**config.mk**
```make
export PLATFORM = sky130hd
export DESIGN_NAME = ordered_key_value_table
export DESIGN_NICKNAME = d
export VERILOG_FILES = /design/src/rtl/okvt_pkg.sv /design/src/rtl/okvt_cell.sv /design/src/rtl/ordered_key_value_table.sv
export SDC_FILE = /design/constraint.sdc
export NUM_CORES = 2
export LEC_CHECK = 0
export BUFFER_PORTS_ARGS = -buffer_cell sky130_fd_sc_hd__buf_4
export CORE_ASPECT_RATIO = 0.9
export CORE_MARGIN = 2
export CORE_UTILIZATION = 30
export CTS_BUF_LIST = sky130_fd_sc_hd__clkbuf_16
export DETAILED_ROUTE_END_ITERATION = 6
export SYNTH_ARGS = -nofsm -noshare
export SYNTH_HDL_FRONTEND = slang
export SYNTH_SLANG_ARGS = --single-unit
```
**constraint.sdc**
```tcl
create_clock -name clk -period 15.55 [get_ports clk]
set_clock_uncertainty 0.2 [all_clocks]
set_input_delay 3.11 -clock clk [delete_from_list [all_inputs] [get_ports clk]]
set_output_delay 3.11 -clock clk [all_outputs]
set_load 0.005 [all_outputs]
```
**src/rtl/okvt_pkg.sv**
```systemverilog
// Shared codes, widths and control types for the ordered key/value table.
`timescale 1ns / 1ps
`default_nettype none

package okvt_pkg;

    // Fixed port widths.
    localparam int KEY_PORT_W = 64;
    localparam int VALUE_W    = 64;
    localparam int MODE_W     = 2;
    localparam int STATUS_W   = 2;

    // Operation codes on the mode port.
    localparam logic [MODE_W-1:0] MODE_PUT    = 2'd0;
    localparam logic [MODE_W-1:0] MODE_GET    = 2'd1;
    localparam logic [MODE_W-1:0] MODE_REMOVE = 2'd2;

    // Status codes on the status port.
    localparam logic [STATUS_W-1:0] ST_OK        = 2'd0;
    localparam logic [STATUS_W-1:0] ST_NOT_FOUND = 2'd1;
    localparam logic [STATUS_W-1:0] ST_FULL      = 2'd2;

    // Per-cycle commands broadcast from the controller to every cell.
    typedef struct packed {
        logic put_en;
        logic remove_en;
    } okvt_ctrl_t;

endpackage

`default_nettype wire

```
**src/rtl/okvt_cell.sv**
```systemverilog
// One table slot: holds a key/value pair, compares it and shifts from its neighbor.
`timescale 1ns / 1ps
`default_nettype none

module okvt_cell #(
    parameter int KEY_W = 64,
    parameter int CNT_W = 5,
    parameter int INDEX = 0
) (
    input  wire logic                            clk,
    input  wire okvt_pkg::okvt_ctrl_t            ctrl,
    input  wire logic [CNT_W-1:0]                count,
    input  wire logic [KEY_W-1:0]                search_key,
    input  wire logic [okvt_pkg::VALUE_W-1:0]    put_value,
    input  wire logic [KEY_W-1:0]                next_key,
    input  wire logic [okvt_pkg::VALUE_W-1:0]    next_value,
    input  wire logic                            hit_in,
    input  wire logic [okvt_pkg::VALUE_W-1:0]    chain_in,
    output logic      [KEY_W-1:0]                key_q,
    output logic      [okvt_pkg::VALUE_W-1:0]    value_q,
    output logic                                 hit_out,
    output logic      [okvt_pkg::VALUE_W-1:0]    chain_out
);

    logic [KEY_W-1:0]             key_reg;
    logic [KEY_W-1:0]             key_next;
    logic [okvt_pkg::VALUE_W-1:0] value_reg;
    logic [okvt_pkg::VALUE_W-1:0] value_next;
    logic                         live;
    logic                         match;
    logic                         first;
    logic                         at_tail;

    // The slot holds a live entry when its position is below the fill count.
    assign live    = CNT_W'(INDEX) < count;
    assign at_tail = CNT_W'(INDEX) == count;
    assign match   = live && (key_reg == search_key);
    assign first   = match && !hit_in;

    // Priority chain: the earliest matching slot drives its value down the row.
    assign hit_out   = hit_in || match;
    assign chain_out = chain_in | (first ? value_reg : '0);

    assign key_q   = key_reg;
    assign value_q = value_reg;

    // A put writes the tail slot; a remove pulls every slot from the match onward.
    always_comb
    begin
        key_next   = key_reg;
        value_next = value_reg;
        if (ctrl.put_en && at_tail)
        begin
            key_next   = search_key;
            value_next = put_value;
        end
        else if (ctrl.remove_en && (hit_in || match))
        begin
            key_next   = next_key;
            value_next = next_value;
        end
    end

    always_ff @(posedge clk)
    begin
        key_reg   <= key_next;
        value_reg <= value_next;
    end

endmodule

`default_nettype wire

```
**src/rtl/ordered_key_value_table.sv**
```systemverilog
// Top level of the ordered key/value table: command port, controller and row of cells.
`timescale 1ns / 1ps
`default_nettype none

// Usage:
// A command word (mode, key, value) is taken at a rising edge where start is
// high and busy is low. mode 0 appends the pair, mode 1 looks up the earliest
// entry with that key, mode 2 returns and deletes that entry, closing the gap
// so later entries keep their order. Only the low KEY_BYTES bytes of key are
// stored and compared.
// Each command yields one result word (status, value_out), shown for exactly
// one cycle with done high; the receiver cannot stall it.
// The command is executed in the cycle after acceptance, and the
// result appears in the cycle after that. busy is high during the execute
// cycle only, and no new command is taken while one executes; each command
// takes a single execute pass over the row of ENTRIES cells.
// Reset clears the fill count and the control flags; the table is empty
// afterward and no clearing pass is needed.

module ordered_key_value_table #(
    parameter int ENTRIES   = 16,
    parameter int KEY_BYTES = 8
) (
    input  wire logic                                clk,
    input  wire logic                                rst_n,
    input  wire logic                                start,
    output logic                                     busy,
    input  wire logic [okvt_pkg::MODE_W-1:0]         mode,
    input  wire logic [okvt_pkg::KEY_PORT_W-1:0]     key,
    input  wire logic [okvt_pkg::VALUE_W-1:0]        value,
    output logic                                     done,
    output logic      [okvt_pkg::STATUS_W-1:0]       status,
    output logic      [okvt_pkg::VALUE_W-1:0]        value_out
);

    localparam int KEY_W = 8 * KEY_BYTES;
    localparam int CNT_W = $clog2(ENTRIES + 1);

    logic                             busy_reg;
    logic                             busy_next;
    logic [okvt_pkg::MODE_W-1:0]      mode_reg;
    logic [KEY_W-1:0]                 key_reg;
    logic [okvt_pkg::VALUE_W-1:0]     value_reg;
    logic [CNT_W-1:0]                 count_reg;
    logic [CNT_W-1:0]                 count_next;
    logic                             done_reg;
    logic [okvt_pkg::STATUS_W-1:0]    status_reg;
    logic [okvt_pkg::STATUS_W-1:0]    status_next;
    logic [okvt_pkg::VALUE_W-1:0]     value_out_reg;
    logic [okvt_pkg::VALUE_W-1:0]     value_out_next;

    logic                             accept;
    logic                             full;
    logic                             found;
    logic                             is_put;
    logic                             is_find;
    okvt_pkg::okvt_ctrl_t             ctrl;

    logic [KEY_W-1:0]                 cell_key   [ENTRIES];
    logic [okvt_pkg::VALUE_W-1:0]     cell_value [ENTRIES];
    logic [ENTRIES:0]                 hit_w;
    logic [okvt_pkg::VALUE_W-1:0]     chain_w    [ENTRIES+1];

    assign accept  = start && !busy_reg;
    assign full    = count_reg == CNT_W'(ENTRIES);
    assign is_put  = mode_reg == okvt_pkg::MODE_PUT;
    assign is_find = (mode_reg == okvt_pkg::MODE_GET) || (mode_reg == okvt_pkg::MODE_REMOVE);
    assign found   = hit_w[ENTRIES];

    // Commands to the cells are live only in the execute cycle.
    assign ctrl.put_en    = busy_reg && is_put && !full;
    assign ctrl.remove_en = busy_reg && (mode_reg == okvt_pkg::MODE_REMOVE);

    // Row of cells; the last cell pulls from itself since its slot dies on remove.
    assign hit_w[0]   = 1'b0;
    assign chain_w[0] = '0;

    for (genvar i = 0; i < ENTRIES; i++)
    begin : g_cell
        logic [KEY_W-1:0]             nkey;
        logic [okvt_pkg::VALUE_W-1:0] nvalue;

        if (i == ENTRIES - 1)
        begin : g_last
            assign nkey   = cell_key[i];
            assign nvalue = cell_value[i];
        end
        else
        begin : g_mid
            assign nkey   = cell_key[i+1];
            assign nvalue = cell_value[i+1];
        end

        okvt_cell #(
            .KEY_W (KEY_W),
            .CNT_W (CNT_W),
            .INDEX (i)
        ) u_cell (
            .clk        (clk),
            .ctrl       (ctrl),
            .count      (count_reg),
            .search_key (key_reg),
            .put_value  (value_reg),
            .next_key   (nkey),
            .next_value (nvalue),
            .hit_in     (hit_w[i]),
            .chain_in   (chain_w[i]),
            .key_q      (cell_key[i]),
            .value_q    (cell_value[i]),
            .hit_out    (hit_w[i+1]),
            .chain_out  (chain_w[i+1])
        );
    end

    // Result word and fill count for the command in execution.
    always_comb
    begin
        busy_next      = busy_reg;
        count_next     = count_reg;
        status_next    = status_reg;
        value_out_next = value_out_reg;
        if (busy_reg)
        begin
            busy_next      = 1'b0;
            status_next    = okvt_pkg::ST_NOT_FOUND;
            value_out_next = '0;
            if (is_put)
            begin
                if (full)
                begin
                    status_next = okvt_pkg::ST_FULL;
                end
                else
                begin
                    status_next = okvt_pkg::ST_OK;
                    count_next  = count_reg + 1'b1;
                end
            end
            else if (is_find && found)
            begin
                status_next    = okvt_pkg::ST_OK;
                value_out_next = chain_w[ENTRIES];
                if (ctrl.remove_en)
                begin
                    count_next = count_reg - 1'b1;
                end
            end
        end
        else if (accept)
        begin
            busy_next = 1'b1;
        end
    end

    // Control and result registers.
    always_ff @(posedge clk or negedge rst_n)
    begin
        if (!rst_n)
        begin
            busy_reg      <= 1'b0;
            count_reg     <= '0;
            done_reg      <= 1'b0;
            status_reg    <= okvt_pkg::ST_OK;
            value_out_reg <= '0;
        end
        else
        begin
            busy_reg      <= busy_next;
            count_reg     <= count_next;
            done_reg      <= busy_reg;
            status_reg    <= status_next;
            value_out_reg <= value_out_next;
        end
    end

    // Command word capture.
    always_ff @(posedge clk)
    begin
        if (accept)
        begin
            mode_reg  <= mode;
            key_reg   <= key[KEY_W-1:0];
            value_reg <= value;
        end
    end

    assign busy      = busy_reg;
    assign done      = done_reg;
    assign status    = status_reg;
    assign value_out = value_out_reg;

    // A result follows exactly one execute cycle.
    a_done_after_exec: assert property (@(posedge clk) disable iff (!rst_n)
        done_reg |-> $past(busy_reg))
        else $error("result strobe without an execute cycle");

    // The fill count never passes the table size.
    a_count_bound: assert property (@(posedge clk) disable iff (!rst_n)
        count_reg <= CNT_W'(ENTRIES))
        else $error("fill count above table size");

    // A refused put leaves the table untouched.
    a_full_stable: assert property (@(posedge clk) disable iff (!rst_n)
        done_reg && (status_reg == okvt_pkg::ST_FULL) |-> $stable(count_reg))
        else $error("fill count changed on a refused put");

    // A successful remove drops exactly one entry.
    a_remove_dec: assert property (@(posedge clk) disable iff (!rst_n)
        done_reg && (status_reg == okvt_pkg::ST_OK) && (mode_reg == okvt_pkg::MODE_REMOVE)
        |-> count_reg == CNT_W'($past(count_reg) - 1'b1))
        else $error("remove did not drop exactly one entry");

endmodule

`default_nettype wire
```
==> impl_results.md <==
- Status: complete, but fails checks
- Violated checks: DRC
- Final slew viol count: 0
- Post-synthesis compound-gate area fraction: 0.05924
- Leak Pwr: 42.34 nW
- CP Launch Type: flip-flop
- Number of global-route vias before repair: 78960
- Power per Cell Area: 108.8 nW/um^2
- Num CTS Buffers: 271
- CTS tree: yes
- Drt first pass iters: 7
- Number of I/O pins: 201
- #FFs+latches synth: 2251
- Yosys top cell by area: edfxtp_1
- First-pass GRT wire length: 688200 um
- Most common cell on crit path: buf_4
- Clock-pin slew on the worst setup and hold paths: 0.06 ns
- Avg Cell Area, Syn: 13.51 sq um
- Syn Inst Count: 8567
- Multi-input gate area: 45350 sq um
- CP Max Fanout: 41
- P&R area growth vs syn: 13.79%
- F_max: 0.1276 GHz
- Drt drc: 22
- Gr ovfl total: 0
- Seq/Total Area, Yosys: 0.5807
- Most common cell in the netlist: edfxtp_1
- PortBufs: 200
- CP max stage delay: 1.01 ns
- Post-CTS Setup Inserts: 0
- Clock Path Buffers: 4
- Number of gates resized after cts: 0
- Syn_nets: 8707
- FF+latch area: 67230 sq um
- Cell variety after synth: 69
- Detailed Place HPWL: 332400 um
- Worst slew margin: 0.08235
- Total track usage: 0.2526
- Initial Util: 0.3013
- Async SR Flop Fraction: 0.03243
- Post-synth EDFFs: 2178
- Peak VDD IR: 0.07204 mV
- Capturing point of the worst reg2reg path: g_cell[10].u_cell.value_q[56]
- H-tree depth: 5
- Setup TNS: 0 ns
- Worst-path cell chain: buf_4 -> xnor2_1 -> nand4_1 -> nor4_1 -> nand3_1 -> nor4_2 -> buf_4 -> nor2_1 -> nor4b_2 -> buf_4 -> and2_1 -> o21ai_4 -> buf_4 -> buf_4
- Hold WS: 0.3451 ns
- Mux cell area share after synthesis: 0.1712
- Post-layout power: 14.33 mW
- Max_cap viols: 0
- Avg WL per Cell: 36.95 um
- Final min period: 7.834 ns
- Required @ worst endpoint: 15.86 ns
- Adder-cell share of the synthesized area: 0.0007565
- Post-synthesis simple-gate area fraction: 0.08371
- Slowest CP cell: edfxtp_1
- Top cells by area, synth: edfxtp_1 (56%), mux2_2 (17%), xor2_1 (3.7%), xnor2_1 (3.6%), clkbuf_1 (1.6%)
- # rows: 216
- Top post-synthesis cells by count: edfxtp_1 (2178), mux2_2 (1760), clkbuf_1 (500)
- Hold wc startpoint: g_cell[2].u_cell.key_q[29]
- Clk sink count: 2251
- Main synth FF type: edfxtp_1
- Largest family of logic cells by synthesized area: multiplexers
- Top cell type's share of synthesized area: 0.5649
- Detailed router's first-iteration violation count: 13350
- Core area: 384300 sq um
- Die height: 593.4 um
- Setup violators final: 0
- Layout cells sized above 1: 0.3145
- CP endpoint kind: flip-flop
- Worst slew pin tran: 1.362 ns
- Fin crit share: 0.5038
- Synth Warn #: 0
- RSZ-0062 raised after global routing: false
- Largest net degree at the start of global routing: 129
- Fillcell total: 37220
- Gpl congestion: 0.9882
- Die span in x: 658.8 um
- Reg-to-reg slack, setup: 7.72 ns
- Arr. time, crit path: 8.15 ns
- Final ANT Viol Nets: 0
- Root Driver: clkbuf_16
- Via count: 82400
- Mapped Area: 115800 sq um
- Cells on worst reg2reg path: 14
- Setup CP Type: flip-flop to flip-flop
- Skew-Pair Late Insertion Delay: 0.92 ns
- XOR/XNOR Fraction of Synth Area: 0.07300
- Worst hold stages: 2
- Hold Fails Final Rpt: 0
- NumNets Final: 8672
- Antenna violations before repair: 51
- Final WL: 512900 um
- Worst R2R Start: key_reg[61]
- Die Footprint: 390900 sq um
- Hold_buf cts: 0
- Hold Path Sink: g_cell[1].u_cell.key_q[29]
- HP Class: flip-flop to flip-flop
- Detail-routed via count per cell: 5.936
[metal layers]
layer | part of all wire | global-route usage | vias to the layer above
met5 | 0.00057 | 0 | -
met4 | 0.048 | 0.1029 | 36
met3 | 0.12 | 0.06308 | 1019
met2 | 0.41 | 0.3624 | 5956
met1 | 0.42 | 0.3615 | 42520
li1 | - | - | 32870
[stage by stage]
stage | cells | cell area [sq um] | utilization | worst slack [ns]
detailed placement | 13380 | 123000 | 0.3199 | 7.955
floorplan | 8567 | 115800 | - | 2.998
CTS | 13870 | 131700 | 0.3427 | 7.903
finish | 13880 | 131700 | 0.3428 | 7.716
global route | 13870 | 131700 | 0.3427 | 7.682
global placement | 13380 | 123000 | 0.3199 | 7.959
[critical path, delay by kind of cell (launching register included)]
| kind | cells | cell delay, ns |
|---|---|---|
| simple gates | 7 | 2.06 |
| buf+inv | 5 | 2.98 |
| xor+xnor | 1 | 0.21 |
| flops | 1 | 1.01 |
| compound gates | 1 | 0.65 |
[cells in the final DEF, fill, tap and decap left out, drive strengths merged, types with 194 or more instances in the layout]
cell	Yosys	layout
a221oi	194	194
buf	268	460
clkbuf	500	279
edfxtp	2178	2178
mux2	1760	1760
nand2	460	460
nand4	288	288
nor2	273	273
nor4	233	233
xnor2	473	473
xor2	492	492
[power by group]
part	switching (mW)	internal, mW	leakage [nW]
combinational	0.737	0.291	17.2
clock	2.74	3.73	4.52
sequential	0.138	6.70	20.7
total	3.61	10.7	42.3
[how the worst max path moves through the flow]
stage                 startpoint                       endpoint  slack [ns]
floorplan           count_reg[1]      g_cell[4].u_cell.key_q[0]        3.00
global placement     key_reg[61]  g_cell[10].u_cell.value_q[47]        7.96
detailed placement   key_reg[61]  g_cell[10].u_cell.value_q[45]        7.95
CTS                  key_reg[61]  g_cell[10].u_cell.value_q[39]        7.90
global route         key_reg[61]  g_cell[10].u_cell.value_q[39]        7.68
finish               key_reg[61]  g_cell[10].u_cell.value_q[56]        7.72
[layout make-up]
type	instances	share of cell area
flip-flops and latches	2251	0.5103
multi-input cells	5450	0.3443
clock buffers	279	0.05300
well taps	5123	0.04866
repair buffers	460	0.02726
clock inverters	210	0.01351
inverters	98	0.002830
diodes	10	0.0001899
[kinds of logic (layout without fill, tap and decap cells)]
group,count (synthesis),in the layout
multiplexers,1760,1760
buffers and inverters,866,1047
AND/OR/NAND/NOR,1842,1842
flip-flops,2251,2251
other,0,10
adder cells (fa/ha/maj),7,7
AO/OA/AOI/OAI,876,876
XOR/XNOR,965,965
Note: power is estimated with default switching activity, not from simulation.
